==> src/rtl/bmp_pkg.sv <==
// Package with shared types and constants of the BMP pixel stream decoder.
`default_nettype none
package bmp_pkg;
  localparam int CoordBitsDefault = 14;
  localparam logic [13:0] MaxDimReset = 14'd10000;
  localparam logic [31:0] HeaderBytes = 32'd54;

  localparam logic [1:0] KIND_PIXEL = 2'd0;
  localparam logic [1:0] KIND_EMPTY = 2'd1;
  localparam logic [1:0] KIND_ERROR = 2'd2;

  localparam logic [2:0] ST_OK         = 3'd0;
  localparam logic [2:0] ST_HDR_SHORT  = 3'd1;
  localparam logic [2:0] ST_BAD_OFFSET = 3'd2;
  localparam logic [2:0] ST_DEPTH      = 3'd3;
  localparam logic [2:0] ST_COMPRESSED = 3'd4;
  localparam logic [2:0] ST_WIDTH      = 3'd5;
  localparam logic [2:0] ST_HEIGHT     = 3'd6;
  localparam logic [2:0] ST_PIX_SHORT  = 3'd7;

  typedef struct packed {
    logic [1:0]  kind;
    logic [13:0] x;
    logic [13:0] y;
    logic [7:0]  chan_red;
    logic [7:0]  chan_green;
    logic [7:0]  chan_blue;
    logic [1:0]  channels;
    logic [2:0]  status;
    logic        image_done;
  } result_t;
endpackage
`default_nettype wire

==> src/rtl/bmp_if.sv <==
// Valid/ready stream interfaces for the input bytes and the result items.
`default_nettype none
interface bmp_in_if;
  logic       valid;
  logic       ready;
  logic [7:0] byte_value;
  logic       end_of_file;
  modport source (output valid, byte_value, end_of_file, input ready);
  modport sink (input valid, byte_value, end_of_file, output ready);
endinterface

interface bmp_out_if;
  logic        valid;
  logic        ready;
  logic [1:0]  kind;
  logic [13:0] x;
  logic [13:0] y;
  logic [7:0]  chan_red;
  logic [7:0]  chan_green;
  logic [7:0]  chan_blue;
  logic [1:0]  channels;
  logic [2:0]  status;
  logic        image_done;
  modport source (output valid, kind, x, y, chan_red, chan_green, chan_blue, channels,
                  status, image_done, input ready);
  modport sink (input valid, kind, x, y, chan_red, chan_green, chan_blue, channels,
                status, image_done, output ready);
endinterface
`default_nettype wire

==> src/rtl/bmp_pixel_stream_decoder.sv <==
// Top level of the BMP pixel stream decoder.
// Takes one file byte per beat and, at one beat per clock, yields at most one result beat
// (pixel, empty image or error) per input byte; a result leaves at the earliest the cycle
// after its byte. The input is stalled only when the two-entry result queue is full and
// the output is not being drained. Decodes only uncompressed 8-bit grey and 24-bit BGR;
// write max_dimension (cfg_wr_en/cfg_wr_data) only while idle; the block does not check.
`default_nettype none
module bmp_pixel_stream_decoder #(
  parameter int COORD_BITS = bmp_pkg::CoordBitsDefault
) (
  input  wire logic        clk,
  input  wire logic        rst_n,
  bmp_in_if.sink           in_ch,
  bmp_out_if.source        out_ch,
  input  wire logic        cfg_wr_en,
  input  wire logic [13:0] cfg_wr_data
);
  import bmp_pkg::*;
  logic [13:0] max_dim_r;
  logic        res_valid, res_space;
  result_t     res_data, q_data;

  always_ff @(posedge clk) begin
    if (!rst_n) max_dim_r <= MaxDimReset;
    else if (cfg_wr_en) max_dim_r <= cfg_wr_data;
  end

  bmp_front #(.COORD_BITS(COORD_BITS)) u_front (
    .clk, .rst_n, .in_valid(in_ch.valid), .in_byte(in_ch.byte_value),
    .in_eof(in_ch.end_of_file), .in_ready(in_ch.ready), .max_dim(max_dim_r),
    .res_valid, .res_data, .res_space
  );

  bmp_queue u_queue (
    .clk, .rst_n, .wr_en(res_valid), .wr_data(res_data), .has_space(res_space),
    .rd_valid(out_ch.valid), .rd_data(q_data), .rd_en(out_ch.ready)
  );

  assign out_ch.kind = q_data.kind;
  assign out_ch.x = q_data.x;
  assign out_ch.y = q_data.y;
  assign out_ch.chan_red = q_data.chan_red;
  assign out_ch.chan_green = q_data.chan_green;
  assign out_ch.chan_blue = q_data.chan_blue;
  assign out_ch.channels = q_data.channels;
  assign out_ch.status = q_data.status;
  assign out_ch.image_done = q_data.image_done;

  a_err_done: assert property (@(posedge clk) disable iff (!rst_n)
    out_ch.valid && out_ch.kind == KIND_ERROR |-> out_ch.image_done)
    else $error("error beat without image_done");
  a_pix_ok: assert property (@(posedge clk) disable iff (!rst_n)
    out_ch.valid && out_ch.kind == KIND_PIXEL |-> out_ch.status == ST_OK)
    else $error("pixel beat with nonzero status");
  a_stall: assert property (@(posedge clk) disable iff (!rst_n)
    !out_ch.ready && $past(!out_ch.ready) && out_ch.valid && $past(out_ch.valid)
    && $past(!in_ch.ready) |-> !in_ch.ready)
    else $error("input taken while queue full");
endmodule
`default_nettype wire

==> src/rtl/bmp_front.sv <==
// Front end: parses the header, tracks position and turns bytes into result items.
`default_nettype none
module bmp_front #(
  parameter int COORD_BITS = bmp_pkg::CoordBitsDefault
) (
  input  wire logic             clk,
  input  wire logic             rst_n,
  input  wire logic             in_valid,
  input  wire logic [7:0]       in_byte,
  input  wire logic             in_eof,
  output logic                  in_ready,
  input  wire logic [13:0]      max_dim,
  output logic                  res_valid,
  output bmp_pkg::result_t      res_data,
  input  wire logic             res_space
);
  import bmp_pkg::*;

  localparam logic [1:0] PH_HEADER = 2'd0;
  localparam logic [1:0] PH_SEEK   = 2'd1;
  localparam logic [1:0] PH_PIXELS = 2'd2;
  localparam logic [1:0] PH_DONE   = 2'd3;
  localparam logic [COORD_BITS-1:0] CoordMask = {COORD_BITS{1'b1}};

  logic [1:0]  phase_r, phase_nxt;
  logic [31:0] pos_r, pos_nxt;
  logic [31:0] offs_r, offs_nxt;
  logic [31:0] wid_r, wid_nxt;
  logic [31:0] hgt_r, hgt_nxt;
  logic [15:0] depth_r, depth_nxt;
  logic [31:0] comp_r, comp_nxt;
  logic [2:0]  perr_r, perr_nxt;
  logic [COORD_BITS-1:0] col_r, col_nxt, row_r, row_nxt;
  logic [1:0]  pbi_r, pbi_nxt;
  logic [15:0] bg_r, bg_nxt;
  logic [1:0]  pad_r, pad_nxt;
  // Precomputed per-image values, valid once the header is complete.
  logic [31:0] absh_r, absh_nxt;
  logic        rgb_r, rgb_nxt;
  logic [1:0]  rowpad_r, rowpad_nxt;

  logic        fire;
  logic [31:0] lim, absh_c;
  logic [2:0]  chk;
  logic        emit;
  result_t     res;
  logic [COORD_BITS-1:0] col_inc, row_inc;
  logic [31:0] ycalc;

  assign in_ready = res_space;
  assign fire = in_valid && in_ready;

  always_comb begin
    lim = ({18'd0, max_dim} < {{(32-COORD_BITS){1'b0}}, CoordMask}) ?
          {18'd0, max_dim} : {{(32-COORD_BITS){1'b0}}, CoordMask};
    absh_c = hgt_r[31] ? (~hgt_r + 32'd1) : hgt_r;
    chk = ST_OK;
    if (!(depth_r == 16'd8 || depth_r == 16'd24)) chk = ST_DEPTH;
    else if (comp_r != 32'd0) chk = ST_COMPRESSED;
    else if (wid_r[31] || wid_r > lim) chk = ST_WIDTH;
    else if (absh_c > lim) chk = ST_HEIGHT;
  end

  always_comb begin
    logic pix;
    phase_nxt = phase_r; pos_nxt = pos_r; offs_nxt = offs_r; wid_nxt = wid_r;
    hgt_nxt = hgt_r; depth_nxt = depth_r; comp_nxt = comp_r; perr_nxt = perr_r;
    col_nxt = col_r; row_nxt = row_r; pbi_nxt = pbi_r; bg_nxt = bg_r; pad_nxt = pad_r;
    absh_nxt = absh_r; rgb_nxt = rgb_r; rowpad_nxt = rowpad_r;
    emit = 1'b0; pix = 1'b0;
    res = '0;
    res.channels = 2'd1;
    col_inc = col_r + 1'b1;
    row_inc = row_r + 1'b1;
    ycalc = absh_r - 32'd1 - {{(32-COORD_BITS){1'b0}}, row_r};
    unique case (phase_r)
      PH_HEADER: begin
        unique case (pos_r[5:0])
          6'd10: offs_nxt[7:0] = in_byte;   6'd11: offs_nxt[15:8] = in_byte;
          6'd12: offs_nxt[23:16] = in_byte; 6'd13: offs_nxt[31:24] = in_byte;
          6'd18: wid_nxt[7:0] = in_byte;    6'd19: wid_nxt[15:8] = in_byte;
          6'd20: wid_nxt[23:16] = in_byte;  6'd21: wid_nxt[31:24] = in_byte;
          6'd22: hgt_nxt[7:0] = in_byte;    6'd23: hgt_nxt[15:8] = in_byte;
          6'd24: hgt_nxt[23:16] = in_byte;  6'd25: hgt_nxt[31:24] = in_byte;
          6'd28: depth_nxt[7:0] = in_byte;  6'd29: depth_nxt[15:8] = in_byte;
          6'd30: comp_nxt[7:0] = in_byte;   6'd31: comp_nxt[15:8] = in_byte;
          6'd32: comp_nxt[23:16] = in_byte; 6'd33: comp_nxt[31:24] = in_byte;
          default: ;
        endcase
        if (pos_r == HeaderBytes - 32'd1) begin
          if (offs_r < HeaderBytes) begin
            emit = 1'b1; res.kind = KIND_ERROR; res.status = ST_BAD_OFFSET;
            res.image_done = 1'b1; phase_nxt = PH_DONE;
          end else begin
            perr_nxt = chk; phase_nxt = PH_SEEK;
            absh_nxt = absh_c;
            rgb_nxt = (depth_r == 16'd24);
            rowpad_nxt = (depth_r == 16'd24) ? (2'd0 - (wid_r[1:0] * 2'd3))
                                             : (2'd0 - wid_r[1:0]);
          end
        end
      end
      PH_SEEK: begin
        if (pos_r == offs_r) begin
          if (perr_r != ST_OK) begin
            emit = 1'b1; res.kind = KIND_ERROR; res.status = perr_r;
            res.image_done = 1'b1; phase_nxt = PH_DONE;
          end else if (wid_r == 32'd0 || absh_r == 32'd0) begin
            emit = 1'b1; res.kind = KIND_EMPTY; res.channels = rgb_r ? 2'd3 : 2'd1;
            res.image_done = 1'b1; phase_nxt = PH_DONE;
          end else begin
            phase_nxt = PH_PIXELS; pix = 1'b1;
          end
        end
      end
      PH_PIXELS: pix = 1'b1;
      default: ;
    endcase
    if (pix) begin
      if (pad_r != 2'd0) begin
        pad_nxt = pad_r - 2'd1;
      end else if (rgb_r && pbi_r < 2'd2) begin
        if (pbi_r == 2'd0) bg_nxt[7:0] = in_byte;
        else bg_nxt[15:8] = in_byte;
        pbi_nxt = pbi_r + 2'd1;
      end else begin
        emit = 1'b1;
        pbi_nxt = 2'd0;
        res.kind = KIND_PIXEL;
        res.x = 14'(col_r);
        res.y = hgt_r[31] ? 14'(row_r) : 14'(ycalc);
        res.chan_red = in_byte;
        res.chan_green = rgb_r ? bg_r[15:8] : 8'd0;
        res.chan_blue = rgb_r ? bg_r[7:0] : 8'd0;
        res.channels = rgb_r ? 2'd3 : 2'd1;
        col_nxt = col_inc;
        if ({{(32-COORD_BITS){1'b0}}, col_inc} == wid_r) begin
          col_nxt = '0;
          row_nxt = row_inc;
          pad_nxt = rowpad_r;
          if ({{(32-COORD_BITS){1'b0}}, row_inc} == absh_r) begin
            res.image_done = 1'b1; phase_nxt = PH_DONE;
          end
        end
      end
    end
    if (pos_r != 32'hFFFF_FFFF) pos_nxt = pos_r + 32'd1;
    if (in_eof) begin
      if (phase_nxt != PH_DONE) begin
        emit = 1'b1; res = '0; res.kind = KIND_ERROR; res.channels = 2'd1;
        res.image_done = 1'b1;
        res.status = (phase_nxt == PH_HEADER) ? ST_HDR_SHORT :
                     (phase_nxt == PH_SEEK) ? ST_BAD_OFFSET : ST_PIX_SHORT;
      end
      phase_nxt = PH_HEADER; pos_nxt = '0; offs_nxt = '0; wid_nxt = '0; hgt_nxt = '0;
      depth_nxt = '0; comp_nxt = '0; perr_nxt = ST_OK; col_nxt = '0; row_nxt = '0;
      pbi_nxt = '0; bg_nxt = '0; pad_nxt = '0;
    end
  end

  always_ff @(posedge clk) begin
    if (!rst_n) begin
      phase_r <= PH_HEADER; pos_r <= '0; offs_r <= '0; wid_r <= '0; hgt_r <= '0;
      depth_r <= '0; comp_r <= '0; perr_r <= ST_OK; col_r <= '0; row_r <= '0;
      pbi_r <= '0; bg_r <= '0; pad_r <= '0; absh_r <= '0; rgb_r <= 1'b0;
      rowpad_r <= '0;
    end else if (fire) begin
      phase_r <= phase_nxt; pos_r <= pos_nxt; offs_r <= offs_nxt; wid_r <= wid_nxt;
      hgt_r <= hgt_nxt; depth_r <= depth_nxt; comp_r <= comp_nxt; perr_r <= perr_nxt;
      col_r <= col_nxt; row_r <= row_nxt; pbi_r <= pbi_nxt; bg_r <= bg_nxt;
      pad_r <= pad_nxt; absh_r <= absh_nxt; rgb_r <= rgb_nxt; rowpad_r <= rowpad_nxt;
    end
  end

  assign res_valid = fire && emit;
  assign res_data = res;
endmodule
`default_nettype wire

==> src/rtl/bmp_queue.sv <==
// Two-entry result queue between the parser and the output channel.
`default_nettype none
module bmp_queue (
  input  wire logic        clk,
  input  wire logic        rst_n,
  input  wire logic        wr_en,
  input  bmp_pkg::result_t wr_data,
  output logic             has_space,
  output logic             rd_valid,
  output bmp_pkg::result_t rd_data,
  input  wire logic        rd_en
);
  import bmp_pkg::*;
  result_t    mem_r [2];
  logic       wp_r, rp_r;
  logic [1:0] cnt_r, cnt_nxt;
  logic       pop;

  assign pop = rd_en && rd_valid;
  assign has_space = (cnt_r != 2'd2) || rd_en;
  assign rd_valid = cnt_r != 2'd0;
  assign rd_data = mem_r[rp_r];
  assign cnt_nxt = cnt_r + {1'b0, wr_en} - {1'b0, pop};

  always_ff @(posedge clk) begin
    if (wr_en) mem_r[wp_r] <= wr_data;
    if (!rst_n) begin
      wp_r <= 1'b0; rp_r <= 1'b0; cnt_r <= 2'd0;
    end else begin
      if (wr_en) wp_r <= ~wp_r;
      if (pop) rp_r <= ~rp_r;
      cnt_r <= cnt_nxt;
    end
  end
endmodule
`default_nettype wire
==> src/flat_wrapper.sv <==
// flat-port wrapper written by rule: the top's interface ports become plain ports
module bmp_pixel_stream_decoder_flat import bmp_pkg::*;
#(
  parameter int COORD_BITS = bmp_pkg::CoordBitsDefault
)
  (clk, rst_n, cfg_wr_en, cfg_wr_data, in_ch_valid, in_ch_byte_value, in_ch_end_of_file, in_ch_ready, out_ch_valid, out_ch_kind, out_ch_x, out_ch_y, out_ch_chan_red, out_ch_chan_green, out_ch_chan_blue, out_ch_channels, out_ch_status, out_ch_image_done, out_ch_ready);
  bmp_in_if in_ch_i ();
  bmp_out_if out_ch_i ();
  input  wire logic clk;
  input  wire logic rst_n;
  input  wire logic cfg_wr_en;
  input  wire logic [13:0] cfg_wr_data;
  input wire logic [$bits(in_ch_i.valid)-1:0] in_ch_valid;
  input wire logic [$bits(in_ch_i.byte_value)-1:0] in_ch_byte_value;
  input wire logic [$bits(in_ch_i.end_of_file)-1:0] in_ch_end_of_file;
  output wire logic [$bits(in_ch_i.ready)-1:0] in_ch_ready;
  output wire logic [$bits(out_ch_i.valid)-1:0] out_ch_valid;
  output wire logic [$bits(out_ch_i.kind)-1:0] out_ch_kind;
  output wire logic [$bits(out_ch_i.x)-1:0] out_ch_x;
  output wire logic [$bits(out_ch_i.y)-1:0] out_ch_y;
  output wire logic [$bits(out_ch_i.chan_red)-1:0] out_ch_chan_red;
  output wire logic [$bits(out_ch_i.chan_green)-1:0] out_ch_chan_green;
  output wire logic [$bits(out_ch_i.chan_blue)-1:0] out_ch_chan_blue;
  output wire logic [$bits(out_ch_i.channels)-1:0] out_ch_channels;
  output wire logic [$bits(out_ch_i.status)-1:0] out_ch_status;
  output wire logic [$bits(out_ch_i.image_done)-1:0] out_ch_image_done;
  input wire logic [$bits(out_ch_i.ready)-1:0] out_ch_ready;
  assign in_ch_i.valid = in_ch_valid;
  assign in_ch_i.byte_value = in_ch_byte_value;
  assign in_ch_i.end_of_file = in_ch_end_of_file;
  assign in_ch_ready = in_ch_i.ready;
  assign out_ch_valid = out_ch_i.valid;
  assign out_ch_kind = out_ch_i.kind;
  assign out_ch_x = out_ch_i.x;
  assign out_ch_y = out_ch_i.y;
  assign out_ch_chan_red = out_ch_i.chan_red;
  assign out_ch_chan_green = out_ch_i.chan_green;
  assign out_ch_chan_blue = out_ch_i.chan_blue;
  assign out_ch_channels = out_ch_i.channels;
  assign out_ch_status = out_ch_i.status;
  assign out_ch_image_done = out_ch_i.image_done;
  assign out_ch_i.ready = out_ch_ready;
  bmp_pixel_stream_decoder #(.COORD_BITS(COORD_BITS)) u_core (.clk(clk), .rst_n(rst_n), .in_ch(in_ch_i), .out_ch(out_ch_i), .cfg_wr_en(cfg_wr_en), .cfg_wr_data(cfg_wr_data));
endmodule
==> config.mk <==
export PLATFORM = sky130hd
export DESIGN_NAME = bmp_pixel_stream_decoder_flat
export DESIGN_NICKNAME = d
export VERILOG_FILES = /design/src/rtl/bmp_pkg.sv /design/src/rtl/bmp_if.sv /design/src/rtl/bmp_pixel_stream_decoder.sv /design/src/rtl/bmp_front.sv /design/src/rtl/bmp_queue.sv /design/src/flat_wrapper.sv
export SDC_FILE = /design/constraint.sdc
export NUM_CORES = 1
export LEC_CHECK = 0
export BUFFER_PORTS_ARGS = -buffer_cell sky130_fd_sc_hd__buf_2
export CAP_MARGIN = 20
export CORE_ASPECT_RATIO = 1.25
export CORE_MARGIN = 4
export CORE_UTILIZATION = 58
export CTS_BUF_LIST = sky130_fd_sc_hd__clkbuf_2 sky130_fd_sc_hd__clkbuf_4 sky130_fd_sc_hd__clkbuf_8
export DETAILED_ROUTE_END_ITERATION = 7
export GPL_TIMING_DRIVEN = 0
export PLACE_DENSITY = 0.76
export SYNTH_ARGS = -nofsm -noshare
export SYNTH_HDL_FRONTEND = slang
export SYNTH_HIERARCHICAL = 1
export SYNTH_SLANG_ARGS = --single-unit
==> constraint.sdc <==
create_clock -name clk -period 7.1 [get_ports clk]
set_clock_uncertainty 0.1 [all_clocks]
set_input_delay 1.065 -clock clk [delete_from_list [all_inputs] [get_ports clk]]
set_output_delay 1.065 -clock clk [all_outputs]
set_load 0.05 [all_outputs]
==> metrics.md, run 1 <==
| Metric | Value |
|---|---|
| Outcome | `finished clean` |
| Unrepaired setup endpoints after global routing | `no` |
| Largest net degree at the start of global routing | `35` |
| Max-cap violations | `0` |
| Least-Margin Pin Slew | `1020 ps` |
| Placement Setup Slack | `1890 ps` |
| Buf/Inv on CP | `4` |
| Routed WL | `57200 µm` |
| Critical path class | `flop to flop` |
| GPL Wtd Cong | `0.946` |
| Via count | `17814` |
| Final Cell Area | `0.0231 mm²` |
| 1st-pass router iterations | `6` |
| Gates resized, CTS repair | `0` |
| Cts hold-fix bufs | `0` |
| Layout area overhead | `12.0%` |
| N_diodes | `0` |
| Syn Area/Cell | `9.14 µm²` |
| Reg clk slew, reported paths | `60 ps` |
| Root buffer cell | `clkbuf_8` |
| Most used cell, CP | `clkbuf_1` |
| Post-synth EDFFs | `120` |
| H-Tree Depth | `2` |
| Number of global-route vias before repair | `17119` |
| PnR worst setup slack | `1740 ps` |
| GRT Overall Usage | `0.289` |
| Syn Std Cell Area | `0.0207 mm²` |
| CTS max path bufs | `3` |
| VDD IR max | `0.180 mV` |
| Ys flop type | `dfxtp_1` |
| Core Region | `0.0353 mm²` |
| CP Launch Type | `flop` |
| WP data required | `7310 ps` |
| Crit-path slowest cell | `nor2b_4` |
| Top cell family by delay on the critical path | `simple AND/OR/NAND/NOR gates` |
| Register area share after synthesis | `0.449` |
| Reg2Reg Setup Slack | `1740 ps` |
| Critical Path End Type | `flop` |
| Initial core utilization | `0.586` |
| Drt first-iter violations | `1708` |
| Count of yosys warnings during synthesis | `6` |
| Share of post-route cells with drive strength above 1 | `0.121` |
| Setup violators final | `0` |
| CTS tree | `yes` |
| FP Rows | `77` |
| Number of port buffers | `88` |
| Final hold violations | `0` |
| Clk sink count | `403` |
| Area after DPL | `0.0217 mm²` |
| Post-route DRC | `0` |
| Global route overflow | `0` |
| DIE AREA | `0.0387 mm²` |
| Post-synthesis cell count | `2260` |
| Period utilisation layout | `0.755` |
| Top Ports | `90` |
| Pwr Total | `5.54 mW` |
| Clk_lat worst skew | `630 ps` |
| Rel. slew slack | `0.323` |
| Max-slew violation count | `0` |
| Syn_nets | `2340` |
| Utilization after layout | `0.656` |
| ANT nets after route | `0` |
| Global-route wire length before repair | `90700 µm` |
| Dpl cells | `2825` |
| Non-Filler Instances | `2935` |
| Buffer count from post-CTS setup fixing | `0` |
| #FFs+latches synth | `403` |
| Fmax | `0.187 GHz` |
| Worst min path class | `flop to flop` |
| Routed wire per std cell | `19.5 µm` |
| DPL Wire Length | `41700 µm` |
| Async S/R FF share, synth | `0` |
| Die W | `177 µm` |
| Worst Path Arrival | `5570 ps` |
| Initial antenna violation count | `1` |
| Final min period | `5360 ps` |
| Power Density | `239 mW/mm²` |
| Worst path cell trace | `clkbuf_1 -> xor2_1 -> nor4_1 -> nand4_1 -> nor3_1 -> a21o_1 -> clkbuf_1 -> clkbuf_1 -> nor2_1 -> a21oi_1 -> nor2b_4 -> buf_12` |
| Die Ht | `219 µm` |
| Slowest stage delay, CP | `840 ps` |
| Nets | `2493` |
| Cts bufs inserted | `60` |
| Netlist cell types | `84` |
| Crit path max fanout | `33` |
| Post-DR vias/cell | `6.07` |
| LEAKAGE | `8.95 nW` |
==> cells by family after synthesis <==
kind of cell,count (synthesis),synth area share
and+or+nand+nor,935,0.217
adders and majority gates,53,0.0323
xor gates and xnor gates,143,0.0613
buffers and inverters,210,0.0454
other,1,0.000182
muxes,99,0.0626
AOI/OAI and AO/OA,416,0.133
DFF,403,0.449
==> state kept, by name, indices dropped and copies added, names as in the netlist, 3 cells and up, named ones only <==
| signal | cells |
|---|---|
| u_core/max_dim_r | 14 |
| u_core/u_front/absh_r | 32 |
| u_core/u_front/bg_r | 16 |
| u_core/u_front/col_r | 14 |
| u_core/u_front/comp_r | 32 |
| u_core/u_front/depth_r | 16 |
| u_core/u_front/hgt_r | 32 |
| u_core/u_front/offs_r | 32 |
| u_core/u_front/perr_r | 3 |
| u_core/u_front/pos_r | 32 |
| u_core/u_front/row_r | 14 |
| u_core/u_front/wid_r | 32 |
| u_core/u_queue/mem_r | 120 |
==> tightest hold or removal path, cell delays in order, from the launching register on <==
cell     delay, ps
dfxtp_1        310
nand2_1         50
a21oi_1         50
==> per-layer routing <==
layer	share of wire	global-route usage	up-vias
li1	-	-	8436
met1	0.40	0.365	8478
met2	0.48	0.490	739
met3	0.071	0.0419	161
met4	0.045	0.133	0
met5	0	0	-
==> power breakdown <==
part | switching, mW | internal [mW]
Combinational | 0.632 | 0.317
Clock | 0.886 | 1.24
Sequential | 0.0272 | 2.43
==> cells in the mapped netlist, types with 55 or more instances <==
master / instances / area (µm²)
nor2_1: 437 / 1640
dfxtp_1: 283 / 5670
a31oi_1: 160 / 1000
clkbuf_1: 131 / 492
edfxtp_1: 120 / 3600
nand2_1: 103 / 387
xor2_1: 87 / 762
nor4_1: 61 / 382
mux2_4: 60 / 901
nand3_1: 58 / 290
inv_1: 56 / 210
xnor2_1: 55 / 482
==> cell usage in the layout (no fill, tap or decap), types with 38 or more instances in the layout <==
cell type,count
inv_1,56
a31oi_1,160
nand3_1,58
mux2_4,60
nor2_1,437
nor3_1,47
xor2_1,87
nand4_1,42
o21ai_0,43
clkbuf_8,76
buf_2,94
mux2i_1,38
dfxtp_1,283
nor4_1,61
xnor2_1,55
clkbuf_1,131
a21oi_1,52
nand2_1,103
ha_1,51
and2_1,41
edfxtp_1,120
==> area by class of cell <==
class / count / area [µm²]
fillers: 2890 / 12100
multi-input cells: 1647 / 10500
flip-flops and latches: 403 / 9270
clock buffers: 95 / 1190
plain buffers: 152 / 721
well taps: 474 / 593
repair buffers: 91 / 485
inverters: 58 / 218
clock inverters: 15 / 205
==> worst paths after layout <==
check | startpoint | to | cells past startpoint
max | u_core/u_front/pos_r[21] | u_core/u_queue/mem_r[0][32] | 12
min reg2reg | u_core/u_front/absh_r[31] | u_core/u_front/absh_r[31] | 2
min | u_core/u_front/absh_r[31] | u_core/u_front/absh_r[31] | 2
max reg2reg | u_core/u_front/pos_r[21] | u_core/u_queue/mem_r[0][32] | 12
==> through the flow <==
stage	hold WS, ps	TNS, ps
after floorplan	329	0
after CTS	368	0
after global placement	351	-73290
after detailed placement	354	0
after global routing	394	0
final	367	0
Note: power is estimated with default switching activity, not from simulation.
==> run 2: changes to the inputs <==
--- a/config.mk
+++ b/config.mk
@@ -5,6 +5,7 @@
 export SDC_FILE = /design/constraint.sdc
 export NUM_CORES = 1
 export LEC_CHECK = 0
+export ABC_AREA = 1
 export BUFFER_PORTS_ARGS = -buffer_cell sky130_fd_sc_hd__buf_2
 export CAP_MARGIN = 20
 export CORE_ASPECT_RATIO = 1.25
@@ -13,7 +14,7 @@
 export CTS_BUF_LIST = sky130_fd_sc_hd__clkbuf_2 sky130_fd_sc_hd__clkbuf_4 sky130_fd_sc_hd__clkbuf_8
 export DETAILED_ROUTE_END_ITERATION = 7
 export GPL_TIMING_DRIVEN = 0
-export PLACE_DENSITY = 0.76
+export PLACE_DENSITY = 0.79
 export SYNTH_ARGS = -nofsm -noshare
 export SYNTH_HDL_FRONTEND = slang
 export SYNTH_HIERARCHICAL = 1
==> constraint.sdc (replaced) <==
create_clock -name clk -period 4.6 [get_ports clk]
set_clock_uncertainty 0.1 [all_clocks]
set_input_delay 0.69 -clock clk [delete_from_list [all_inputs] [get_ports clk]]
set_output_delay 0.69 -clock clk [all_outputs]
set_load 0.05 [all_outputs]
==> run 2 against run 1 <==
- setup slack got worse by 1200 ps
- clock-buffer cell count is 9 lower
- combinational power grew 91%
- power up 58%
- sequential power up 59%
- worst hold slack lost 210 ps
- flip-flop and latch count unchanged
- largest cell class unchanged
==> metrics.md, run 2 <==
| Metric | Value |
|---|---|
| Power Density | `369 mW/mm² (+54%)` |
| Die W | `180 µm (+1.6%)` |
| Core Region | `0.0363 mm² (+3.0%)` |
| Setup violators final | `0 (unchanged)` |
| Rel. slew slack | `0.339 (+0.0159)` |
| Slowest stage delay, CP | `530 ps (-310 ps)` |
| Syn Area/Cell | `7.59 µm² (-17%)` |
| Drt first-iter violations | `1573 (-7.9%)` |
| CTS max path bufs | `3 (unchanged)` |
| Post-synth EDFFs | `120 (unchanged)` |
| Routed wire per std cell | `17.0 µm (-13%)` |
| GR Layer Usage met1 | `0.359 (-0.00619)` |
| Unrepaired setup endpoints after global routing | `no` |
| Most common cell after layout, fill and taps aside | `nand2_1` |
| Nets | `3052 (+22%)` |
| Worst Min Path Start | `cfg_wr_data[10]` |
| Post-route DRC | `0 (unchanged)` |
| CP Launch Type | `flop` |
| Synth top area share | `0.265 (-0.00914)` |
| Critical path class | `flop to flop` |
| Worst min path class | `primary input to flop` |
| Number of port buffers | `89 (+1.1%)` |
| 1st-pass router iterations | `6 (unchanged)` |
| Pwr Total | `8.76 mW (+58%)` |
| FP Rows | `78 (+1.3%)` |
| Die Ht | `223 µm (+1.6%)` |
| Worst path cell trace | `ha_1 -> inv_1 -> nor2_4 -> nand2_1 -> o21ai_1 -> nand2_1 -> nand2_1 -> nand2_1 -> nand2_1 -> nor2_1 -> nand2_1 -> nor2_2 -> nand3_4 -> nand3_1 -> nand2_1 -> a21oi_1 -> nor2_1 -> nand2_1 -> inv_2 -> buf_12` |
| Crit-path slowest cell | `inv_2` |
| DIE AREA | `0.0400 mm² (+3.3%)` |
| Max-slew violation count | `0 (unchanged)` |
| Hold Crit Endpoint | `u_core/max_dim_r[10]` |
| N_diodes | `0 (unchanged)` |
| Syn Std Cell Area | `0.0214 mm² (+3.4%)` |
| Count of yosys warnings during synthesis | `6 (unchanged)` |
| Crit path launch | `u_core/u_front/col_r[0]` |
| Largest register FFs | `120 (unchanged)` |
| Layout area overhead | `11.2%` |
| Ys flop type | `dfxtp_1` |
| Cts bufs inserted | `60 (unchanged)` |
| Worst Path Arrival | `4280 ps (-1290 ps)` |
| Clk_lat worst skew | `650 ps (+20 ps)` |
| Period utilisation layout | `0.882 (+0.128)` |
| Root buffer cell | `clkbuf_8` |
| Most numerous cell in the Yosys netlist | `nand2_1` |
| Share of post-route cells with drive strength above 1 | `0.123 (+0.00209)` |
| Reg2Reg Setup Slack | `540 ps (-1200 ps)` |
| VDD IR max | `0.272 mV (+51%)` |
| WP data required | `4820 ps (-2490 ps)` |
| LEAKAGE | `10.2 nW (+14%)` |
| Largest net degree at the start of global routing | `32 (-8.6%)` |
| Global route overflow | `0 (unchanged)` |
| Crit path max fanout | `31 (-6.1%)` |
| Max-cap violations | `0 (unchanged)` |
| Fmax | `0.246 GHz (+32%)` |
| PnR worst setup slack | `541 ps (-1200 ps)` |
| Async S/R FF share, synth | `0 (unchanged)` |
| Post-DR vias/cell | `5.58 (-8.0%)` |
| CTS tree | `yes` |
| Worst R2R End | `u_core/u_queue/mem_r[1][40]` |
| Final hold violations | `0 (unchanged)` |
| Register area share after synthesis | `0.434 (-0.0150)` |
| Top reg by flops | `u_core/u_queue/mem_r` |
| #FFs+latches synth | `403 (unchanged)` |
| Critical Path End Type | `flop` |
| Via count | `19544 (+9.7%)` |
| GR Util met3 | `0.0419 (+0.0000514)` |
| Synth area leaders | `dfxtp_1 27%, edfxtp_1 17%, nand2_1 13%, nor2_1 5.8%, inv_1 5.5%` |
| Final min period | `4060 ps (-1300 ps)` |
| Top Usage Layer GRT | `met2` |
| Least-Margin Pin Slew | `984 ps (-32.0 ps)` |
| GRT Overall Usage | `0.287 (-0.00170)` |
| Initial core utilization | `0.589 (+0.00277)` |
| Reg clk slew, reported paths | `70 ps (about the same)` |
| Synth area leader | `dfxtp_1` |
| Hold path depth | `3 (+1)` |
| Top Ports | `90 (unchanged)` |
| Outcome | `finished clean` |
| Gates resized, CTS repair | `0 (unchanged)` |
| R2R cell count | `20 (+8)` |
| GR Util met2 | `0.493 (+0.00333)` |
| Cts hold-fix bufs | `0 (unchanged)` |
| Synth cell count leaders | `723 x nand2_1, 330 x nor2_1, 314 x inv_1` |
| Most used cell, CP | `nand2_1` |
| GPL Wtd Cong | `0.986 (+4.2%)` |
| Syn_nets | `2896 (+24%)` |
| Most frequent cells in the layout | `723 x nand2_1, 329 x nor2_1, 313 x inv_1` |
| Placement Setup Slack | `409 ps (-1480 ps)` |
| Netlist cell types | `61 (-27%)` |
| H-Tree Depth | `2 (unchanged)` |
| Number of global-route vias before repair | `18453 (+7.8%)` |
| Initial antenna violation count | `0 (-1)` |
| ANT nets after route | `0 (unchanged)` |
| Routed WL | `59500 µm (+4.0%)` |
| Dpl cells | `3387 (+20%)` |
| Global-route wire length before repair | `94600 µm (+4.3%)` |
| DPL Wire Length | `45400 µm (+8.8%)` |
| Post-synthesis cell count | `2816 (+25%)` |
| Non-Filler Instances | `3500 (+19%)` |
| Clk sink count | `403 (unchanged)` |
| Buffer count from post-CTS setup fixing | `0 (unchanged)` |
| R2r startpoint | `u_core/u_front/col_r[0]` |
## run 2: changes by cell type after synthesis, moves of 48 or more
cell / previous run / this run
a31oi_1: 160 / 14
o21ai_0: 43 / 153
nand2_1: 103 / 723
a21oi_1: 52 / 218
xnor2_1: 55 / 7
nand3_1: 58 / 131
inv_1: 56 / 314
clkbuf_1: 131 / 54
nor2_1: 437 / 330
xor2_1: 87 / 31
## run 2: worst max-delay path by stage
stage / end / slack (ps) / depth (start not counted)
final: u_core/u_queue/mem_r[1][40] / 540 / 20
after global routing: u_core/u_queue/mem_r[1][30] / 190 / 20
after CTS: u_core/u_queue/mem_r[0][38] / 400 / 20
after detailed placement: u_core/u_queue/mem_r[0][39] / 410 / 20
after global placement: u_core/u_queue/mem_r[0][39] / -840 / 18
after floorplan: u_core/u_queue/mem_r[0][0] / 430 / 19
## run 2: stage by stage
stage | util | area [µm²] | TNS, ps | hold WS, ps
6_report | 0.654 | 23800 | 0 | 160
5_1_grt | 0.654 | 23800 | 0 | 173
4_1_cts | 0.654 | 23700 | 0 | 131
3_5_place_dp | 0.619 | 22500 | 0 | 347
3_3_place_gp | 0.617 | 22400 | -69010 | 345
2_1_floorplan | - | 21400 | 0 | 329
## run 2: metal layers
layer / wire [µm] / share of wire / vias up
li1: - / - / 9581
met1: 24400 / 0.41 / 9040
met2: 28400 / 0.48 / 763
met3: 3970 / 0.067 / 160
met4: 2740 / 0.046 / 0
met5: 0 / 0 / -
## run 2: cells by family (layout without fill, tap and decap cells)
kind of cell    count (synthesis)  after routing  synth area share
simple gates                 1374           1375             0.278
compound gates                452            452             0.114
other cells                     1              1          0.000176
fa+ha+maj                      52             52            0.0308
mux                            60             60            0.0422
xor+xnor                       38             38            0.0156
flops                         403            403             0.434
buf+inv                       436            639            0.0850
## run 2: final cells by class
class                           count  area (µm²)
Buffer                             90         517
Clock buffer                       86        1060
Clock inverter                     24         213
Fill cell                        3195       12500
Inverter                          346        1300
Multi-Input combinational cell   1978       10300
Sequential cell                   403        9270
Tap cell                          480         601
Timing Repair Buffer               93         500
## run 2: worst max-delay path: cells and delay by family (launching register included)
| kind | cells | cell delay [ps] |
|---|---|---|
| compound gates | 2 | 300 |
| fa+ha+maj | 1 | 300 |
| buf+inv | 3 | 930 |
| flops | 1 | 440 |
| simple gates | 14 | 1640 |
## run 2: report_power, final
part	leakage, nW	internal (mW)	switching (mW)
clock	0.675	1.67	1.39
sequential	3.40	3.80	0.0934
combinational	6.09	0.588	1.22
total	10.2	6.06	2.71
==> run 3: changes to the inputs <==
--- a/config.mk
+++ b/config.mk
@@ -10,11 +10,11 @@
 export CAP_MARGIN = 20
 export CORE_ASPECT_RATIO = 1.25
 export CORE_MARGIN = 4
-export CORE_UTILIZATION = 58
-export CTS_BUF_LIST = sky130_fd_sc_hd__clkbuf_2 sky130_fd_sc_hd__clkbuf_4 sky130_fd_sc_hd__clkbuf_8
+export CORE_UTILIZATION = 56
+export CTS_BUF_LIST = sky130_fd_sc_hd__clkbuf_16
 export DETAILED_ROUTE_END_ITERATION = 7
 export GPL_TIMING_DRIVEN = 0
-export PLACE_DENSITY = 0.79
+export PLACE_DENSITY = 0.76
 export SYNTH_ARGS = -nofsm -noshare
 export SYNTH_HDL_FRONTEND = slang
 export SYNTH_HIERARCHICAL = 1
==> constraint.sdc (replaced) <==
create_clock -name clk -period 3.25 [get_ports clk]
set_clock_uncertainty 0.1 [all_clocks]
set_input_delay 0.4875 -clock clk [delete_from_list [all_inputs] [get_ports clk]]
set_output_delay 0.4875 -clock clk [all_outputs]
set_load 0.05 [all_outputs]
==> run 3 against run 2 <==
- first-iteration DRC count up 19%
- maximum frequency up 28%
- sequential power up 42%
- global-route usage decreased by 0.076 points
- combinational power is 48% higher
- clock-buffer cell count fell by 46
- clock power is 53% higher
- utilization about the same
- non-clock buffer count grew 21
- via count is 0.47% higher
- critical path depth down 5
- power up 47%
==> metrics.md, run 3 (synthesized netlist as in run 2, its figures left out) <==
| Metric | Value |
|---|---|
| Die W | `183 µm (+1.7%)` |
| Via count | `19635 (+0.47%)` |
| Nets | `3052 (unchanged)` |
| ANT nets after route | `0 (unchanged)` |
| Layout area overhead | `14.8%` |
| Max-cap violations | `0 (unchanged)` |
| Largest net degree at the start of global routing | `43 (+34%)` |
| Crit path max fanout | `9 (-71%)` |
| Outcome | `finished clean` |
| Setup violators final | `0 (unchanged)` |
| H-Tree Depth | `2 (unchanged)` |
| Die Ht | `226 µm (+1.7%)` |
| Top Ports | `90 (unchanged)` |
| Global-route wire length before repair | `95800 µm (+1.2%)` |
| Share of post-route cells with drive strength above 1 | `0.143 (+0.0203)` |
| Root buffer cell | `clkbuf_16` |
| Top reg by flops | `u_core/u_queue/mem_r` |
| Hold Crit Endpoint | `u_core/max_dim_r[9]` |
| Buf/Inv on CP | `4 (+1)` |
| GRT Overall Usage | `0.286 (-0.000761)` |
| DIE AREA | `0.0414 mm² (+3.4%)` |
| VDD IR max | `0.390 mV (+44%)` |
| Placement Setup Slack | `-686 ps (-1090 ps)` |
| Rel. slew slack | `0.206 (-0.133)` |
| Sequential Area | `0.00931 mm² (+0.47%)` |
| Number of port buffers | `89 (unchanged)` |
| Hold path depth | `3 (unchanged)` |
| Most used cell, CP | `nand2_1` |
| Most frequent cells in the layout | `714 x nand2_1, 320 x nor2_1, 313 x inv_1` |
| Core Region | `0.0375 mm² (+3.2%)` |
| Final hold violations | `0 (unchanged)` |
| Clk sink count | `403 (unchanged)` |
| Unrepaired setup endpoints after global routing | `yes` |
| Reg clk slew, reported paths | `70 ps (about the same)` |
| Drt first-iter violations | `1867 (+19%)` |
| Post-DR vias/cell | `5.63 (+0.75%)` |
| Slowest stage delay, CP | `360 ps (-170 ps)` |
| Fmax | `0.315 GHz (+28%)` |
| Routed WL | `61700 µm (+3.7%)` |
| Crit-path slowest cell | `dfxtp_2` |
| Global route overflow | `0 (unchanged)` |
| Post-route DRC | `0 (unchanged)` |
| Multi-input logic area | `0.0106 mm² (+2.8%)` |
| LEAKAGE | `10.4 nW (+2.7%)` |
| Power Density | `525 mW/mm² (+42%)` |
| Worst Path Arrival | `3400 ps (-880 ps)` |
| Period utilisation layout | `0.978 (+0.0956)` |
| R2R cell count | `15 (-25%)` |
| PnR worst setup slack | `71.4 ps (-470 ps)` |
| Worst R2R End | `u_core/u_queue/mem_r[1][43]` |
| GPL Wtd Cong | `1.03 (+4.0%)` |
| Critical path class | `flop to flop` |
| CTS tree | `yes` |
| Most common cell after layout, fill and taps aside | `nand2_1` |
| Top cell family by delay on the critical path | `simple AND/OR/NAND/NOR gates` |
| Worst path cell trace | `inv_1 -> ha_1 -> nand2_1 -> nor4_2 -> nand4_1 -> a21oi_1 -> nand2_1 -> nand3_4 -> nand2_4 -> a21oi_4 -> nor2_4 -> nand2_2 -> clkinvlp_4 -> buf_12 -> clkbuf_16` |
| Final min period | `3180 ps (-880 ps)` |
| N_diodes | `0 (unchanged)` |
| DPL Wire Length | `45500 µm (+0.17%)` |
| CP Launch Type | `flop` |
| FP Rows | `79 (+1.3%)` |
| R2r startpoint | `u_core/u_front/pos_r[1]` |
| Initial antenna violation count | `0 (unchanged)` |
| WP data required | `3470 ps (-1350 ps)` |
| Routed wire per std cell | `17.7 µm (+4.0%)` |
| Cts bufs inserted | `40 (-33%)` |
| Critical Path End Type | `flop` |
| Initial core utilization | `0.570 (-0.0182)` |
| # fillers | `3236 (+1.3%)` |
| Least-Margin Pin Slew | `1180 ps (+199 ps)` |
| Number of global-route vias before repair | `18360 (-0.50%)` |
| Max-slew violation count | `0 (unchanged)` |
| Clk_lat worst skew | `560 ps (-90 ps)` |
| 1st-pass router iterations | `6 (unchanged)` |
| Worst min path class | `primary input to flop` |
| CTS max path bufs | `3 (unchanged)` |
| Pwr Total | `12.9 mW (+47%)` |
| Worst Min Path Start | `cfg_wr_data[9]` |
| Largest register FFs | `120 (unchanged)` |
| Reg2Reg Setup Slack | `70 ps (-470 ps)` |
-- run 3: worst register-to-register path: cells and delay by family, from the launching register on --
kind | cells | cell delay [ps]
compound gates | 2 | 400
flops | 1 | 360
simple gates | 8 | 1230
fa+ha+maj | 1 | 250
buf+inv | 4 | 600
-- run 3: layout make-up --
class                           instances  area share
Buffer                                 89      0.0220
Clock inverter                         34      0.0134
Clock buffer                           40      0.0408
Inverter                              346      0.0535
Tap cell                              486      0.0248
Timing Repair Buffer                  115      0.0342
Sequential cell                       403       0.380
Multi-Input combinational cell       1977       0.432
-- run 3: power by group --
group / internal (mW) / total (mW) / switching, mW / leakage, nW
clock: 2.67 / 4.69 / 2.02 / 0.669
combinational: 0.890 / 2.67 / 1.78 / 6.36
sequential: 5.38 / 5.52 / 0.142 / 3.41
total: 8.94 / 12.9 / 3.95 / 10.4
-- run 3: per-stage QoR --
step	cell area (µm²)	hold slack (ps)	setup TNS, ps	std cells	utilization
6_report	24500	40.6	0	3490	0.655
5_1_grt	24500	52.3	-4250	3490	0.655
3_3_place_gp	22500	344	-147790	3391	0.602
2_1_floorplan	21500	329	-6780	2816	-
4_1_cts	24100	24.8	-5.48	3476	0.643
3_5_place_dp	22600	343	-60750	3394	0.603
-- run 3: worst max path at each step --
stage                                  from                     endpoint  slack, ps  cells after the start
floorplan           u_core/u_front/row_r[0]   u_core/u_queue/mem_r[1][0]        -70                     17
global placement    u_core/u_front/row_r[2]  u_core/u_queue/mem_r[1][41]      -1330                     19
detailed placement  u_core/u_front/row_r[2]  u_core/u_queue/mem_r[1][41]       -690                     20
CTS                 u_core/u_front/row_r[0]      u_core/u_queue/cnt_r[1]         -5                     22
global route        u_core/u_front/row_r[0]      u_core/u_queue/cnt_r[1]        -80                     20
finish              u_core/u_front/pos_r[1]  u_core/u_queue/mem_r[1][43]         70                     15
-- run 3: what timing repair did --
item,CTS,global route
hold buffers,0,0
buffers inserted,7,9
cloned,1,7
endpoints found under the setup margin,125,174
pin swaps,5,17
gates resized for setup,18,68
-- run 3: per-layer routing --
metal  vias up  global-route usage  part of all wire
met5         -                   0                 0
met4         0               0.132             0.053
met3       180              0.0379             0.071
met2       763               0.488              0.47
met1      9119               0.363              0.40
li1       9573                   -                 -
